## src/bfg_pkg.sv

```systemverilog
`timescale 1ns / 1ps
// ----------------------------------------------------------------------------
// Battery fuel gauge package
// Beat types, register codes and curve constants shared by the gauge and
// its checker.
// ----------------------------------------------------------------------------
package bfg_pkg;

  localparam int unsigned SmpW = 16;
  localparam int unsigned PctW = 7;
  localparam int unsigned CntW = 6;
  localparam int unsigned IdxW = 3;
  localparam int unsigned DifW = 9;
  localparam int unsigned MulW = 20;
  localparam int unsigned PrdW = DifW + MulW;

  typedef struct packed {
    logic            ac_present;
    logic [SmpW-1:0] voltage_sample;
  } bfg_in_t;

  typedef struct packed {
    logic [PctW-1:0] charge_percent;
    logic            low_battery;
    logic            battery_alarm;
  } bfg_out_t;

  typedef enum logic [IdxW-1:0] {
    REG_CHG_ONE    = 3'd0,
    REG_CHG_TW_ONE = 3'd1,
    REG_CHG_EI_ONE = 3'd2,
    REG_CHG_FULL   = 3'd3,
    REG_DIS_FULL   = 3'd4,
    REG_DIS_NN     = 3'd5,
    REG_DIS_ONE    = 3'd6
  } bfg_reg_e;

  localparam logic [SmpW-1:0] ChgOneRst   = 16'd0;
  localparam logic [SmpW-1:0] ChgTwOneRst = 16'd0;
  localparam logic [SmpW-1:0] ChgEiOneRst = 16'd0;
  localparam logic [SmpW-1:0] ChgFullRst  = 16'hFFFF;
  localparam logic [SmpW-1:0] DisFullRst  = 16'hFFFF;
  localparam logic [SmpW-1:0] DisNnRst    = 16'hFFFF;
  localparam logic [SmpW-1:0] DisOneRst   = 16'd0;

  // curve steps at 100x scale and segment lengths
  localparam int unsigned StepA = 750;
  localparam int unsigned StepB = 166;
  localparam int unsigned StepC = 368;
  localparam int unsigned StepD = 303;
  localparam int unsigned SegA  = 20;
  localparam int unsigned SegB  = 60;
  localparam int unsigned SegC  = 19;
  localparam int unsigned SegD  = 99;

  // a segment matches while the raw difference stays below these
  localparam logic [SmpW-1:0] LimA = SmpW'((StepA * SegA + 99) / 100);
  localparam logic [SmpW-1:0] LimB = SmpW'((StepB * SegB + 99) / 100);
  localparam logic [SmpW-1:0] LimC = SmpW'((StepC * SegC + 99) / 100);
  localparam logic [SmpW-1:0] LimD = SmpW'((StepD * SegD + 99) / 100);

  // reciprocals: floor(100*d/step) == (d * Rcp) >> MulW for d < 2**DifW
  localparam int unsigned Scale = 100 * (2 ** MulW);
  localparam logic [MulW-1:0] RcpA = MulW'((Scale + StepA - 1) / StepA);
  localparam logic [MulW-1:0] RcpB = MulW'((Scale + StepB - 1) / StepB);
  localparam logic [MulW-1:0] RcpC = MulW'((Scale + StepC - 1) / StepC);
  localparam logic [MulW-1:0] RcpD = MulW'((Scale + StepD - 1) / StepD);

  localparam logic [CntW-1:0] SettleAc  = 6'd1;
  localparam logic [CntW-1:0] SettleBat = 6'd50;
  localparam logic [CntW-1:0] CntMax    = 6'd63;

  localparam logic [PctW-1:0] PctZero = 7'd0;
  localparam logic [PctW-1:0] PctLow  = 7'd20;
  localparam logic [PctW-1:0] PctBaseB = 7'd21;
  localparam logic [PctW-1:0] PctBaseC = 7'd81;
  localparam logic [PctW-1:0] PctTopD = 7'd99;
  localparam logic [PctW-1:0] PctFull = 7'd100;

endpackage

```

## src/battery_fuel_gauge_unit.sv

```systemverilog
`timescale 1ns / 1ps
// ----------------------------------------------------------------------------
// Battery fuel gauge unit
// Takes one beat per cycle: an AC flag and a converter sample. A changed
// sample is taken after one tick on AC or fifty consecutive changed ticks on
// battery, then mapped through the charge or discharge curve to a percentage
// with low-battery and latched alarm flags. Each beat yields one result beat
// in the next cycle; a new beat is accepted every cycle while the output
// register is empty or being drained. The curve mapping is a single
// combinational pass with four constant reciprocal multipliers.
// Configuration writes are taken at any edge with cfg_we_i high; an index
// past the last register is ignored.
// ----------------------------------------------------------------------------
module battery_fuel_gauge_unit (
  input  logic                    clk_i,
  input  logic                    rst_ni,
  input  logic                    cfg_we_i,
  input  logic [bfg_pkg::IdxW-1:0] cfg_idx_i,
  input  logic [bfg_pkg::SmpW-1:0] cfg_data_i,
  input  logic                    in_valid_i,
  output logic                    in_ready_o,
  input  bfg_pkg::bfg_in_t        in_data_i,
  output logic                    out_valid_o,
  input  logic                    out_ready_i,
  output bfg_pkg::bfg_out_t       out_data_o
);
  import bfg_pkg::*;

  logic [SmpW-1:0] chg_one_q, chg_tw_one_q, chg_ei_one_q, chg_full_q;
  logic [SmpW-1:0] dis_full_q, dis_nn_q, dis_one_q;

  logic [SmpW-1:0] acc_q, acc_d;
  logic [CntW-1:0] cnt_q, cnt_d;
  logic [PctW-1:0] pct_q, pct_d;
  logic            alarm_q, alarm_d;
  logic            out_valid_q;
  bfg_out_t        out_q, out_d;

  logic [SmpW-1:0] smp;
  logic            ac;
  logic            differ;
  logic            accept;
  logic [CntW-1:0] cnt_inc;
  logic [CntW-1:0] limit;
  logic [SmpW-1:0] dif_a, dif_b, dif_c, dif_d;
  logic [PrdW-1:0] prd_a, prd_b, prd_c, prd_d;
  logic [PctW-1:0] q_a, q_b, q_c, q_d;
  logic [PctW-1:0] map_pct;
  logic            map_hit;
  logic            low;
  logic            take;

  assign in_ready_o  = !out_valid_q || out_ready_i;
  assign take        = in_valid_i && in_ready_o;
  assign out_valid_o = out_valid_q;
  assign out_data_o  = out_q;

  always_ff @(posedge clk_i or negedge rst_ni) begin
    if (!rst_ni) begin
      chg_one_q    <= ChgOneRst;
      chg_tw_one_q <= ChgTwOneRst;
      chg_ei_one_q <= ChgEiOneRst;
      chg_full_q   <= ChgFullRst;
      dis_full_q   <= DisFullRst;
      dis_nn_q     <= DisNnRst;
      dis_one_q    <= DisOneRst;
    end else if (cfg_we_i) begin
      case (cfg_idx_i)
        REG_CHG_ONE:    chg_one_q    <= cfg_data_i;
        REG_CHG_TW_ONE: chg_tw_one_q <= cfg_data_i;
        REG_CHG_EI_ONE: chg_ei_one_q <= cfg_data_i;
        REG_CHG_FULL:   chg_full_q   <= cfg_data_i;
        REG_DIS_FULL:   dis_full_q   <= cfg_data_i;
        REG_DIS_NN:     dis_nn_q     <= cfg_data_i;
        REG_DIS_ONE:    dis_one_q    <= cfg_data_i;
        default: ;
      endcase
    end
  end

  always_comb begin
    smp     = in_data_i.voltage_sample;
    ac      = in_data_i.ac_present;
    differ  = smp != acc_q;
    cnt_inc = (cnt_q == CntMax) ? cnt_q : cnt_q + 1'b1;
    limit   = ac ? SettleAc : SettleBat;
    accept  = differ && (cnt_inc >= limit);

    dif_a = smp - chg_one_q;
    dif_b = smp - chg_tw_one_q;
    dif_c = smp - chg_ei_one_q;
    dif_d = dis_nn_q - smp;
    prd_a = dif_a[DifW-1:0] * RcpA;
    prd_b = dif_b[DifW-1:0] * RcpB;
    prd_c = dif_c[DifW-1:0] * RcpC;
    prd_d = dif_d[DifW-1:0] * RcpD;
    q_a   = prd_a[MulW+PctW-1:MulW];
    q_b   = prd_b[MulW+PctW-1:MulW];
    q_c   = prd_c[MulW+PctW-1:MulW];
    q_d   = prd_d[MulW+PctW-1:MulW];

    map_pct = PctZero;
    map_hit = 1'b1;
    if (ac) begin
      if (smp < chg_one_q) begin
        map_pct = PctZero;
      end else if (smp < chg_tw_one_q) begin
        map_hit = dif_a < LimA;
        map_pct = q_a + 1'b1;
      end else if (smp < chg_ei_one_q) begin
        map_hit = dif_b < LimB;
        map_pct = PctBaseB + q_b;
      end else if (smp < chg_full_q) begin
        map_hit = dif_c < LimC;
        map_pct = PctBaseC + q_c;
      end else begin
        map_pct = PctFull;
      end
    end else begin
      if (smp >= dis_full_q) begin
        map_pct = PctFull;
      end else if (smp >= dis_one_q) begin
        if (smp > dis_nn_q) begin
          map_pct = PctTopD;
        end else begin
          map_hit = dif_d < LimD;
          map_pct = PctTopD - q_d;
        end
      end else begin
        map_pct = PctZero;
      end
    end

    pct_d = (accept && map_hit) ? map_pct : pct_q;
    acc_d = accept ? smp : acc_q;
    cnt_d = (!differ || accept) ? '0 : cnt_inc;

    if (ac) begin
      low     = 1'b0;
      alarm_d = alarm_q;
    end else begin
      low     = pct_d <= PctLow;
      alarm_d = low;
    end

    out_d.charge_percent = pct_d;
    out_d.low_battery    = low;
    out_d.battery_alarm  = alarm_d;
  end

  always_ff @(posedge clk_i or negedge rst_ni) begin
    if (!rst_ni) begin
      acc_q       <= '0;
      cnt_q       <= '0;
      pct_q       <= '0;
      alarm_q     <= 1'b0;
      out_valid_q <= 1'b0;
    end else begin
      if (take) begin
        acc_q   <= acc_d;
        cnt_q   <= cnt_d;
        pct_q   <= pct_d;
        alarm_q <= alarm_d;
      end
      if (in_ready_o) begin
        out_valid_q <= in_valid_i;
      end
    end
  end

  always_ff @(posedge clk_i) begin
    if (take) begin
      out_q <= out_d;
    end
  end

endmodule

```

## config.mk

```make
export PLATFORM = sky130hd
export DESIGN_NAME = battery_fuel_gauge_unit
export DESIGN_NICKNAME = d
export VERILOG_FILES = /design/src/bfg_pkg.sv /design/src/battery_fuel_gauge_unit.sv
export SDC_FILE = /design/constraint.sdc
export NUM_CORES = 1
export LEC_CHECK = 0
export ABC_AREA = 1
export BUFFER_PORTS_ARGS = -buffer_cell sky130_fd_sc_hd__buf_2
export CAP_MARGIN = 20
export CELL_PAD_IN_SITES_DETAIL_PLACEMENT = 0
export CELL_PAD_IN_SITES_GLOBAL_PLACEMENT = 1
export CORE_MARGIN = 10
export CORE_UTILIZATION = 45
export CTS_CLUSTER_SIZE = 20
export DETAILED_ROUTE_END_ITERATION = 12
export PLACE_DENSITY = 0.84
export SKIP_CTS_REPAIR_TIMING = 1
export SLEW_MARGIN = 10
export SYNTH_ARGS = -nofsm -noshare
export SYNTH_HDL_FRONTEND = slang
export SYNTH_SLANG_ARGS = --single-unit
```

## constraint.sdc

```tcl
create_clock -name clk_i -period 9 [get_ports clk_i]
set_input_delay 0.9 -clock clk_i [delete_from_list [all_inputs] [get_ports clk_i]]
set_output_delay 0.9 -clock clk_i [all_outputs]
set_load 0.01 [all_outputs]
```

==> impl_metrics.ini <==
[layout]
fill_cells = 4539
drive_gt1_share_pct = 6.90
n_antenna_cell = 0
final_nets = 3401
area_growth_pct = 7.51
final_common_cell = nand2_1
layout_common_cells = nand2_1 (693), inv_1 (578), ha_1 (367)
postLayoutCoreUtil_pct = 48.8

[hold_path]
hold_class = reg -> reg

[yosys]
synth_ff_type = dfrtp_1
seq_area_frac_synth_pct = 19.0
synth_nets = 3353
yosys_warnings = 0
synth_top_family_by_area = adder cells
synthArstFlopShare_pct = 94.1
synth-xor-area-share_pct = 2.69
ys_types = 52
synth_edf_count = 9
synth_area_um2 = 20600
synth_cells = 2837
avgSynthCellArea_um2 = 7.25
synth_seq_cells = 152
synth-compound-area-share_pct = 11.2
synthAdderAreaFrac_pct = 32.8
synthMuxAreaShare_pct = 0
synthSimpleGateAreaFrac_pct = 23.0

[detailed_routing]
firstDrtPassIters = 6
wl_mm = 54.9
wire_per_inst_um = 15.7
vias_per_cell = 5.13
num_vias = 17900
ant_nets = 0
initialDrtViolationCount = 1072
drc = 0

[sta]
finalSetupViolations = 0
final_hold_viol_count = 0
finalCritPeriodShare_pct = 82.6
tns_ns = 0
rsz0062_at_grt = false
setup_slack_ns = 1.57
finalMaxSlewViolations = 0
worstMarginPinSlew_ns = 1.02
timing.fmax_mhz = 135
slew_headroom_pct = 32.1
period_minus_slack_ns = 7.43
clock_skew_ns = 0.0152

[clock_network]
clockBufferDepth = 2
cts_tree = yes
cts.sinks = 152
worst_skew_pair.late_latency_ns = 0.44
clk_pin_slew_ns = 0.06
cts_root_buffer = clkbuf_16
htreeDepth = 4
numCtsBuffers = 17

[critical_path]
cp_max_fo = 9
crit_top_cell = nand2_1
start_kind = primary input
crit_buf_inv = 5
arrival_ns = 7.80
critPathSlowestCell = fa_1
cp.required_ns = 9.37
cp-end-kind = flop
cpLargestDelayFamily = adder cells
crit_type = in -> reg
max_stage_delay_ns = 0.55

[place]
io_buffer_count = 51
dpl.hpwl_mm = 45.0
gp_congestion = 0.938
post-place-ws_ns = 1.11

[die]
die_w_um = 234
dieArea_um2 = 54700
rows = 78
fp.dieH_um = 234
start_util_pct = 45.4
core-area_um2 = 45300
ios = 52

[global_route]
grt_pass1_wl_mm = 89.3
grt_max_degree = 80
grt_pass1_vias = 17600
grt.total_usage_pct = 20.3
antenna_found_initial = 2
grt-ovfl-total = 0

[run_status]
status = finished, final reports clean

[flow_run]
maxCapViolations = 0
==> worst paths after layout <==
path                                               from                         to  slack [ns]  cells past startpoint
worst max-delay path                       in_data_i[1]        alarm_q$_DFFE_PN0P_        1.57                     36
worst min-delay path               pct_q[4]$_DFFE_PN0P_       pct_q[4]$_DFFE_PN0P_        0.48                      2
worst max register to register  dis_nn_q[0]$_DFFE_PN1P_        alarm_q$_DFFE_PN0P_        1.93                     37
worst min register to register     pct_q[4]$_DFFE_PN0P_       pct_q[4]$_DFFE_PN0P_        0.48                      2
max in group asynchronous                        rst_ni   chg_one_q[2]$_DFFE_PN0P_        7.19                      2
min in group asynchronous                        rst_ni  dis_one_q[14]$_DFFE_PN0P_        0.49                      1
==> layer usage <==
| layer | global-route usage (%) | vias up | part of all wire, % |
|---|---|---|---|
| li1 | - | 9162 | - |
| met5 | 0 | - | 0.013 |
| met3 | 3.94 | 50 | 5.1 |
| met4 | 4.03 | 2 | 1.6 |
| met1 | 27.7 | 8348 | 48 |
| met2 | 33.0 | 381 | 45 |
==> metrics by stage <==
stage                     cell area [um2]  instances  hold slack [ns]
after floorplan                     20600       2837            0.441
after global placement              21500       3466            0.461
after detailed placement            21500       3466            0.468
after CTS                           22100       3498            0.489
after global routing                22100       3498            0.512
final                               22100       3498            0.482
==> sequential cells by signal (all words and copies together), names as in the netlist <==
name	count
dis_one_q	16
chg_full_q	16
alarm_q	1
dis_nn_q	16
chg_one_q	16
cnt_q	6
out_valid_o	1
chg_ei_one_q	16
out_data_o	9
chg_tw_one_q	16
dis_full_q	16
acc_q	16
pct_q	7
==> cells by family after synthesis <==
group	after synthesis
flops	152
xor+xnor	59
simple gates	1111
compound gates	423
buf+inv	617
fa+ha+maj	475
==> worst min-delay path, delay by kind of cell (launching register included) <==
family	cells	cell delay, ns
and+or+nand+nor	2	0.11
DFF	1	0.34
==> Yosys cell counts (all sizes together), types with 28 or more instances <==
| cell type | number | area (um2) |
|---|---|---|
| xnor2 | 30 | 270 |
| xor2 | 28 | 260 |
| nand4 | 36 | 225 |
| dfstp | 48 | 1260 |
| o21ai | 205 | 1030 |
| nor2 | 141 | 539 |
| a21oi | 164 | 851 |
| nor3 | 28 | 150 |
| nand3 | 157 | 818 |
| fa | 108 | 2160 |
| ha | 367 | 4590 |
| inv | 587 | 2210 |
| nand2 | 712 | 2740 |
| dfrtp | 95 | 2380 |
==> layout make-up <==
| class | instances | area [um2] | area share (%) |
|---|---|---|---|
| timing repair buffer | 57 | 307 | 1.39 |
| sequential | 152 | 3910 | 17.7 |
| tap | 600 | 751 | 3.40 |
| inverter | 589 | 2220 | 10.0 |
| clock buffer | 22 | 474 | 2.14 |
| clock inverter | 10 | 129 | 0.583 |
| multi-input combinational | 2068 | 14300 | 64.8 |
Power is not shown: default switching activity piles up to over one toggle a cycle in this logic, so the estimate is an artifact.
